$ cat src/rtl/skt_pkg.sv
`timescale 1ns / 1ps

package skt_pkg;

  localparam int KEY_PORT_W = 64;

  typedef enum logic [1:0] {
    OP_INSERT = 2'd0,
    OP_REMOVE = 2'd1,
    OP_SEARCH = 2'd2
  } op_t;

  typedef struct packed {
    logic ins_en;
    logic rem_en;
  } cell_ctl_t;

  typedef struct packed {
    logic ge;
    logic eq;
    logic after;
  } cell_flags_t;

endpackage

$ cat src/rtl/skt_cell.sv
`timescale 1ns / 1ps

module skt_cell #(
  parameter int KEY_BITS = 64
) (
  input  logic                  clk,
  input  logic                  occ,
  input  logic [KEY_BITS-1:0]   in_key,
  input  skt_pkg::cell_ctl_t    ctl,
  input  logic [KEY_BITS-1:0]   left_key,
  input  logic                  left_after,
  input  logic [KEY_BITS-1:0]   right_key,
  output logic [KEY_BITS-1:0]   key_r,
  output skt_pkg::cell_flags_t  flags
);

  logic [KEY_BITS-1:0] key_nxt;

  always_comb begin
    flags.ge    = occ && (key_r >= in_key);
    flags.eq    = occ && (key_r == in_key);
    flags.after = !occ || (key_r > in_key);
  end

  always_comb begin
    key_nxt = key_r;
    if (ctl.ins_en && flags.after) begin
      key_nxt = left_after ? left_key : in_key;
    end else if (ctl.rem_en && flags.ge) begin
      key_nxt = right_key;
    end
  end

  always_ff @(posedge clk) begin
    key_r <= key_nxt;
  end

endmodule

$ cat src/rtl/sorted_key_table.sv
`timescale 1ns / 1ps

// Sorted key table: keeps up to TABLE_DEPTH keys in ascending unsigned order in a row
// of cells, one key per cell. Insert, remove and search each take one request per
// cycle while results are taken; the result appears in the output register on the
// cycle after the request is accepted, and a new request is taken only in a cycle in
// which the output register is empty or its result is taken, so a stalled output
// holds off the input. Every cell compares its key with the request key at once and
// shifts toward or from its neighbor in the same cycle, so the compare across the row,
// the first-match encode and the count update set the cycle. Inserts into a full table
// are dropped and flagged by out_full_drop. Only the low KEY_BITS bits of in_key take
// part.
module sorted_key_table #(
  parameter int TABLE_DEPTH = 16,
  parameter int KEY_BITS    = 64,
  localparam int PW = $clog2(TABLE_DEPTH),
  localparam int CW = $clog2(TABLE_DEPTH + 1)
) (
  input  logic                           clk,
  input  logic                           rst_n,
  input  logic                           in_valid,
  output logic                           in_ready,
  input  logic [1:0]                     in_op,
  input  logic [skt_pkg::KEY_PORT_W-1:0] in_key,
  output logic                           out_valid,
  input  logic                           out_ready,
  output logic                           out_hit,
  output logic [PW-1:0]                  out_position,
  output logic [CW-1:0]                  out_entry_count,
  output logic                           out_full_drop
);

  logic [KEY_BITS-1:0]  key_m;
  logic [KEY_BITS-1:0]  cell_key [TABLE_DEPTH];
  skt_pkg::cell_flags_t cell_flags [TABLE_DEPTH];
  skt_pkg::cell_ctl_t   ctl;
  logic [TABLE_DEPTH-1:0] ins_sel;
  logic [TABLE_DEPTH-1:0] eq_sel;
  logic [TABLE_DEPTH-1:0] eq_vec;

  logic [CW-1:0] count_r, count_nxt;
  logic          out_valid_r, out_valid_nxt;
  logic          out_hit_r, out_hit_nxt;
  logic [PW-1:0] out_position_r, out_position_nxt;
  logic [CW-1:0] out_entry_count_r, out_entry_count_nxt;
  logic          out_full_drop_r, out_full_drop_nxt;

  logic accept, full, found, is_ins, is_rem, is_srch;
  logic [PW-1:0] ins_pos, eq_pos;

  assign key_m    = in_key[KEY_BITS-1:0];
  assign in_ready = !out_valid_r || out_ready;
  assign accept   = in_valid && in_ready;
  assign full     = (count_r == CW'(TABLE_DEPTH));
  assign is_ins   = (in_op == skt_pkg::OP_INSERT);
  assign is_rem   = (in_op == skt_pkg::OP_REMOVE);
  assign is_srch  = (in_op == skt_pkg::OP_SEARCH);
  assign found    = |eq_vec;

  always_comb begin
    ctl.ins_en = accept && is_ins && !full;
    ctl.rem_en = accept && is_rem && found;
  end

  genvar g;
  generate
    for (g = 0; g < TABLE_DEPTH; g++) begin : g_cell
      logic [KEY_BITS-1:0] lk;
      logic                la;
      logic [KEY_BITS-1:0] rk;
      if (g == 0) begin : g_first
        assign lk = key_m;
        assign la = 1'b0;
      end else begin : g_mid
        assign lk = cell_key[g-1];
        assign la = cell_flags[g-1].after;
      end
      if (g == TABLE_DEPTH - 1) begin : g_last
        assign rk = cell_key[g];
      end else begin : g_inner
        assign rk = cell_key[g+1];
      end

      skt_cell #(
        .KEY_BITS(KEY_BITS)
      ) u_cell (
        .clk       (clk),
        .occ       (CW'(g) < count_r),
        .in_key    (key_m),
        .ctl       (ctl),
        .left_key  (lk),
        .left_after(la),
        .right_key (rk),
        .key_r     (cell_key[g]),
        .flags     (cell_flags[g])
      );

      assign eq_vec[g] = cell_flags[g].eq;
      if (g == 0) begin : g_sel0
        assign ins_sel[g] = cell_flags[g].after;
        assign eq_sel[g]  = cell_flags[g].eq;
      end else begin : g_seln
        assign ins_sel[g] = cell_flags[g].after && !cell_flags[g-1].after;
        assign eq_sel[g]  = cell_flags[g].eq && !cell_flags[g-1].ge;
      end
    end
  endgenerate

  always_comb begin
    ins_pos = '0;
    eq_pos  = '0;
    for (int i = 0; i < TABLE_DEPTH; i++) begin
      if (ins_sel[i]) ins_pos = ins_pos | PW'(i);
      if (eq_sel[i])  eq_pos  = eq_pos  | PW'(i);
    end
  end

  always_comb begin
    count_nxt = count_r;
    if (ctl.ins_en) begin
      count_nxt = count_r + CW'(1);
    end else if (ctl.rem_en) begin
      count_nxt = count_r - CW'(1);
    end
  end

  always_comb begin
    out_valid_nxt       = out_valid_r;
    out_hit_nxt         = out_hit_r;
    out_position_nxt    = out_position_r;
    out_entry_count_nxt = out_entry_count_r;
    out_full_drop_nxt   = out_full_drop_r;
    if (accept) begin
      out_valid_nxt       = 1'b1;
      out_hit_nxt         = 1'b0;
      out_position_nxt    = '0;
      out_full_drop_nxt   = 1'b0;
      out_entry_count_nxt = count_nxt;
      if (is_ins) begin
        if (full) begin
          out_full_drop_nxt = 1'b1;
        end else begin
          out_hit_nxt      = 1'b1;
          out_position_nxt = ins_pos;
        end
      end else if ((is_rem || is_srch) && found) begin
        out_hit_nxt      = 1'b1;
        out_position_nxt = eq_pos;
      end
    end else if (out_ready) begin
      out_valid_nxt = 1'b0;
    end
  end

  always_ff @(posedge clk) begin
    if (!rst_n) begin
      count_r     <= '0;
      out_valid_r <= 1'b0;
    end else begin
      count_r     <= count_nxt;
      out_valid_r <= out_valid_nxt;
    end
  end

  always_ff @(posedge clk) begin
    out_hit_r         <= out_hit_nxt;
    out_position_r    <= out_position_nxt;
    out_entry_count_r <= out_entry_count_nxt;
    out_full_drop_r   <= out_full_drop_nxt;
  end

  assign out_valid       = out_valid_r;
  assign out_hit         = out_hit_r;
  assign out_position    = out_position_r;
  assign out_entry_count = out_entry_count_r;
  assign out_full_drop   = out_full_drop_r;

endmodule
$ cat config.mk
export PLATFORM = sky130hd
export DESIGN_NAME = sorted_key_table
export DESIGN_NICKNAME = d
export VERILOG_FILES = /design/src/rtl/skt_pkg.sv /design/src/rtl/skt_cell.sv /design/src/rtl/sorted_key_table.sv
export SDC_FILE = /design/constraint.sdc
export NUM_CORES = 2
export LEC_CHECK = 0
export BUFFER_PORTS_ARGS = -buffer_cell sky130_fd_sc_hd__buf_2
export CAP_MARGIN = 20
export CORE_MARGIN = 4
export CORE_UTILIZATION = 39
export DETAILED_ROUTE_END_ITERATION = 10
export PLACE_DENSITY = 0.55
export SLEW_MARGIN = 20
export SYNTH_ARGS = -nofsm -noshare
export SYNTH_HDL_FRONTEND = slang
export SYNTH_SLANG_ARGS = --single-unit
$ cat constraint.sdc
create_clock -name clk -period 22.7 [get_ports clk]
set_clock_uncertainty 0.15 [all_clocks]
set_input_delay 3.405 -clock clk [delete_from_list [all_inputs] [get_ports clk]]
set_output_delay 3.405 -clock clk [all_outputs]
set_load 0.01 [all_outputs]
[Yosys cells after proc, flatten, opt, wreduce, memory -nomap -nowiden]
Index checks and enable logic that the tools add are counted.
Storage, ports and cells
  input port bits: 70
  logic and storage cells: 358
  register bits after elaboration: 1041
Operators by class
  equality and inequality tests: 19
  reductions and logical operators: 182
  muxes and demuxes: 86
  $add $sub $neg: 2
  $lt $le $gt $ge: 47
Operators by type and width (number)
  $mux 64: 45
  $eq 64x64->1: 16
  $gt 64x64->1: 16
  $ge 64x64->1: 15
  $logic_and 1x1->1: 98
  $mux 4: 19
  $logic_not 1->1: 48
  $lt 4x5->1 const A: 8
  $reduce_bool 2->1: 16
  $mux 3: 8
  $lt 3x5->1 const A: 4
  $logic_or 1x1->1: 18
  $reduce_or 16->1: 1
  $lt 1x5->1 const A: 2
  $lt 2x5->1 const A: 2
  $mux 5: 2
  $mux 1: 8
  $mux 2: 4
  $add 5x1->5 const B: 1
  $eq 5x5->1 const B: 1
  $sub 5x1->5 const B: 1
  $eq 2x1->1 const B: 1
  $eq 2x2->1 const B: 1
  $logic_not 2->1: 1

[Logic depth before layout (Yosys ltp)]
  word-level depth: 22
  depth in mapped cells: 16

[Modules after synthesis]
Synthesis repeated with hierarchy kept, for this count alone.
Second synthesis, totals
  cells, all modules: 8455
  area, all modules: 82766.9 um^2
By module, submodules not included
  skt_cell: instances 16, area each 5087.4 um^2, cells each 518, seq. area each 1921.8 um^2
  sorted_key_table: instances 1, area each 1368.8 um^2, cells each 167, seq. area each 450.4 um^2

[Least setup slack after synthesis]
No wires, ideal clock.
  path kind: input to register
  from: input port in_key[14] (netlist name)
  to: register g_cell[6].u_cell.key_r[0], enable pin
  data arrival time: 10.676 ns
  cell stages on the path: 13
  library setup time: 0.581 ns
  path slack: 11.293 ns
  path through: inv_1 > clkbuf_1 > ha_1 > nand4_1 > or4_1 > nor3_1 > and3_1 > clkbuf_1 > nor2_1 > nand3_1 > o31ai_1 > buf_2 > o31ai_1
On the way
  longest elaborated chain between the ends: 6
  elaborated cells on any way between the ends: 41
  classes of those cells: order compare (2); eq/ne (16); reduce/logical (23)
Ends and longest elaborated chain
  from (decl): line sorted_key_table.sv:24  | input logic [skt_pkg::KEY_PORT_W-1:0] in_key,
  parallel branches: the longest is 5 deep, another holds $ge 64x64->1
  $reduce_bool 2->1 (no source line) (*)
  to (signal assigned): line skt_cell.sv:35  | key_r <= key_nxt;
  to (decl): line skt_cell.sv:13  | output logic [KEY_BITS-1:0] key_r,
Every way passes the cells marked *.
A chain may end at the register's enable or synchronous reset.

[Worst setup path after layout]
  from: input port in_key[42] (netlist name)
  to: register g_cell[13].u_cell.key_r[36], enable pin
On the way
  longest elaborated chain between the ends: 6
  elaborated cells on any way between the ends: 41
  classes of those cells: order compare (2); eq/ne (16); reduce/logical (23)
Ends and longest elaborated chain (line)
  parallel branches: the longest is 5 deep, another holds $ge 64x64->1
  $reduce_bool 2->1 (no source line) (*)
  to (signal assigned): skt_cell.sv:35
  to (decl): skt_cell.sv:13
Marks and branches as above.

==> results.sh <==
export IMPL_outcome="finished, final reports clean"
export IMPL_fin_crit_sh_pct=41.7
export IMPL_syn_nets=9144
export IMPL_port_buffers=82
export IMPL_critPathMostFrequentCell="buf_4"
export IMPL_maxSlewViolCount=0
export IMPL_gp_congestion=0.995
export IMPL_wl_per_cell_um=28.0
export IMPL_grt_pass1_vias=60800
export IMPL_seq_power_share_pct=45.2
export IMPL_cts_clk_slew_worst_paths_ns=0.06
export IMPL_power_switching_mw=1.39
export IMPL_area_delta_synth_final_pct=10.3
export IMPL_worst_slack_ns=13.24
export IMPL_path_max_fanout=83
export IMPL_fin_total_pwr_mw=4.94
export IMPL_grt_max_degree=95
export IMPL_cellPowerDensity_nw_per_um2=60.6
export IMPL_syn_avg_cell_area_sq_um=9.19
export IMPL_dp_hpwl_mm=212
export IMPL_setup_tns_ns=0
export IMPL_max_slew_worst_pin_slew_ns=1.24
export IMPL_seq_area_frac_synth_pct=42.2
export IMPL_first_iter_violations=7166
export IMPL_vias_per_cell=6.06
export IMPL_htreeDepth=4
export IMPL_maxCapViolations=0
export IMPL_p_int_mw=3.55
export IMPL_final_common_cell="a21oi_1"
export IMPL_synth_edf_count=1035
export IMPL_synthArstFlopShare_pct=0
export IMPL_cts_sinks=1041
export IMPL_insertion_delay_ns=0.81
export IMPL_swShare_pct=28.1
export IMPL_end_kind="flip-flop"
export IMPL_dieWidth_um=443
export IMPL_crit_chain="buf_2 > inv_1 > buf_4 > ha_1 > nand4_1 > nor4_2 > buf_4 > nand3_1 > o31ai_1 > a21oi_1 > a41o_1 > a21oi_4 > buf_4 > and2_4 > a21o_4 > buf_4"
export IMPL_synth_cells=8045
export IMPL_layout_common_cells="a21oi_1, nor2_1, edfxtp_1, ha_1, nand2_1"
export IMPL_rows=159
export IMPL_fp_dieArea_sq_um=197000
export IMPL_worst_setup_path_start_kind="input pin"
export IMPL_ant_nets=0
export IMPL_hold_path_class="flip-flop to flip-flop"
export IMPL_critPathTopFamily="buffers and inverters"
export IMPL_initial_core_util_pct=39.3
export IMPL_cts_setup_buffers=0
export IMPL_cp_arrival_ns=9.73
export IMPL_core_area_sq_um=188000
export IMPL_grt_overflow=0
export IMPL_setup_viol=0
export IMPL_postCtsResizedCells=0
export IMPL_cpMaxStageDelayCell="and2_4"
export IMPL_critical_path_class="input pin to flip-flop"
export IMPL_synth_cell_types=78
export IMPL_cpPeakStageDelay_ns=0.85
export IMPL_antenna_found_initial=10
export IMPL_drive_above_1_share_pct=6.98
export IMPL_hold_violations=0
export IMPL_total_leakage_power_nw=34.3
export IMPL_die_y_um=443
export IMPL_fmax_ghz=0.106
export IMPL_synth_warnings=0
export IMPL_clk_path_buf_depth=3
export IMPL_required_ns=22.97
export IMPL_grt_total_usage_pct=29.2
export IMPL_yosys_top_cells_area="edfxtp_1, ha_1, a21oi_1, nor2_1, nand2_1"
export IMPL_cts_buffers=135
export IMPL_syn_cell_area_sq_um=73900
export IMPL_first_pass_iters=6
export IMPL_pre_cts_slack_ns=12.49
export IMPL_path_buf_inv=6
export IMPL_synth_flop_cell="edfxtp_1"
export IMPL_max_vdd_ir_drop_v=0.0000493
export IMPL_cts_tree="done"
export IMPL_root_buffer="clkbuf_16"
export IMPL_drc=0
export IMPL_slew_headroom_pct=16.5
export IMPL_drt_total_wl_mm=296
export IMPL_vias=64100
export IMPL_final_nets=9067
export IMPL_yosys_register_bits=1041
export IMPL_period_minus_slack_ns=9.46
export IMPL_comb_power_share_pct=12.7
export IMPL_grt_pass1_wl_mm=428
export IMPL_cts_hold_buf=0
export IMPL_synth_top_area_share_pct=42.1
export IMPL_top_level_ports=83
export IMPL_rsz0062_at_grt="no"
export IMPL_synth_top_area_cell="edfxtp_1"
export IMPL_clkPwrFrac_pct=42.2
==> synthesized netlist by cell type, types with 57 or more instances <==
library cell  number
nor3_1            57
nand3_1          108
a31oi_1           76
mux2i_1          202
o21ai_0          565
ha_1            1029
mux2_2            64
nand4_1          212
nor2_1          1177
nand2_1          903
clkbuf_1         359
a21oi_1         1413
inv_1            129
o21ai_1           74
a21o_1           132
edfxtp_1        1035
buf_2             63
==> metrics by stage <==
step           utilization [%]  std cells  cell area, sq um  hold WS [ns]
3_3_place_gp              41.1      10300             77300         0.379
5_1_grt                   43.3      10600             81500         0.436
4_1_cts                   43.3      10600             81500         0.404
6_report                  43.3      10600             81500         0.396
3_5_place_dp              41.1      10300             77400         0.396
2_1_floorplan                -       8045             73900         0.372
==> cell families after synthesis <==
group / synth area share [%]
and+or+nand+nor: 15.1
muxes: 3.71
DFF: 42.2
buffers and inverters: 3.15
AOI/OAI and AO/OA: 18.4
adders and majority gates: 17.4
xor gates and xnor gates: 0.0474
==> sequential cells by signal, indices dropped and copies added, names as in the netlist <==
signal / count
g_cell.u_cell.key_r: 1024
out_valid: 1
out_entry_count: 5
out_hit: 1
count_r: 5
out_full_drop: 1
out_position: 4
==> tightest hold or removal path, delay by kind of cell, from the launching register on <==
| family | cells | cell delay (ns) |
|---|---|---|
| AO/OA/AOI/OAI | 1 | 0.06 |
| AND/OR/NAND/NOR | 1 | 0.05 |
| flip-flops | 1 | 0.35 |
==> power by group through the flow <==
| stage | clock network [mW] | logic [mW] | registers [mW] |
|---|---|---|---|
| after floorplan | 0 | 0.385 | 2.25 |
| after global placement | 0 | 0.595 | 2.27 |
| after detailed placement | 0 | 0.614 | 2.27 |
| after CTS | 2.11 | 0.616 | 2.23 |
| after global routing | 2.19 | 0.693 | 2.23 |
| final | 2.08 | 0.626 | 2.23 |
==> layout make-up <==
type | instances | area [sq um]
diodes | 2 | 5.00
multi-input cells | 6407 | 40900
well taps | 2495 | 3120
clock buffers | 177 | 3650
clock inverters | 60 | 445
flip-flops and latches | 1041 | 31200
repair buffers | 251 | 1720
inverters | 132 | 498
fillers | 18400 | 107000
==> path summary, 6_finish.rpt <==
path | slack, ns | from | to | cells after the start
hold / removal | 0.40 | g_cell[15].u_cell.key_r[7] | g_cell[14].u_cell.key_r[7] | 2
hold reg to reg | 0.40 | g_cell[15].u_cell.key_r[7] | g_cell[14].u_cell.key_r[7] | 2
setup / recovery | 13.24 | in_key[42] | g_cell[13].u_cell.key_r[36] | 16
setup reg to reg | 16.04 | g_cell[13].u_cell.key_r[43] | g_cell[13].u_cell.key_r[36] | 13
==> per-layer routing <==
layer	wire (um)	track usage (%)	part of all wire [%]
met5	11	0.0488	0.0037
met4	16000	14.2	5.4
met3	23000	4.84	7.8
met2	133000	45.9	45
met1	124000	39.1	42
Power figures use the tool's default switching activity.
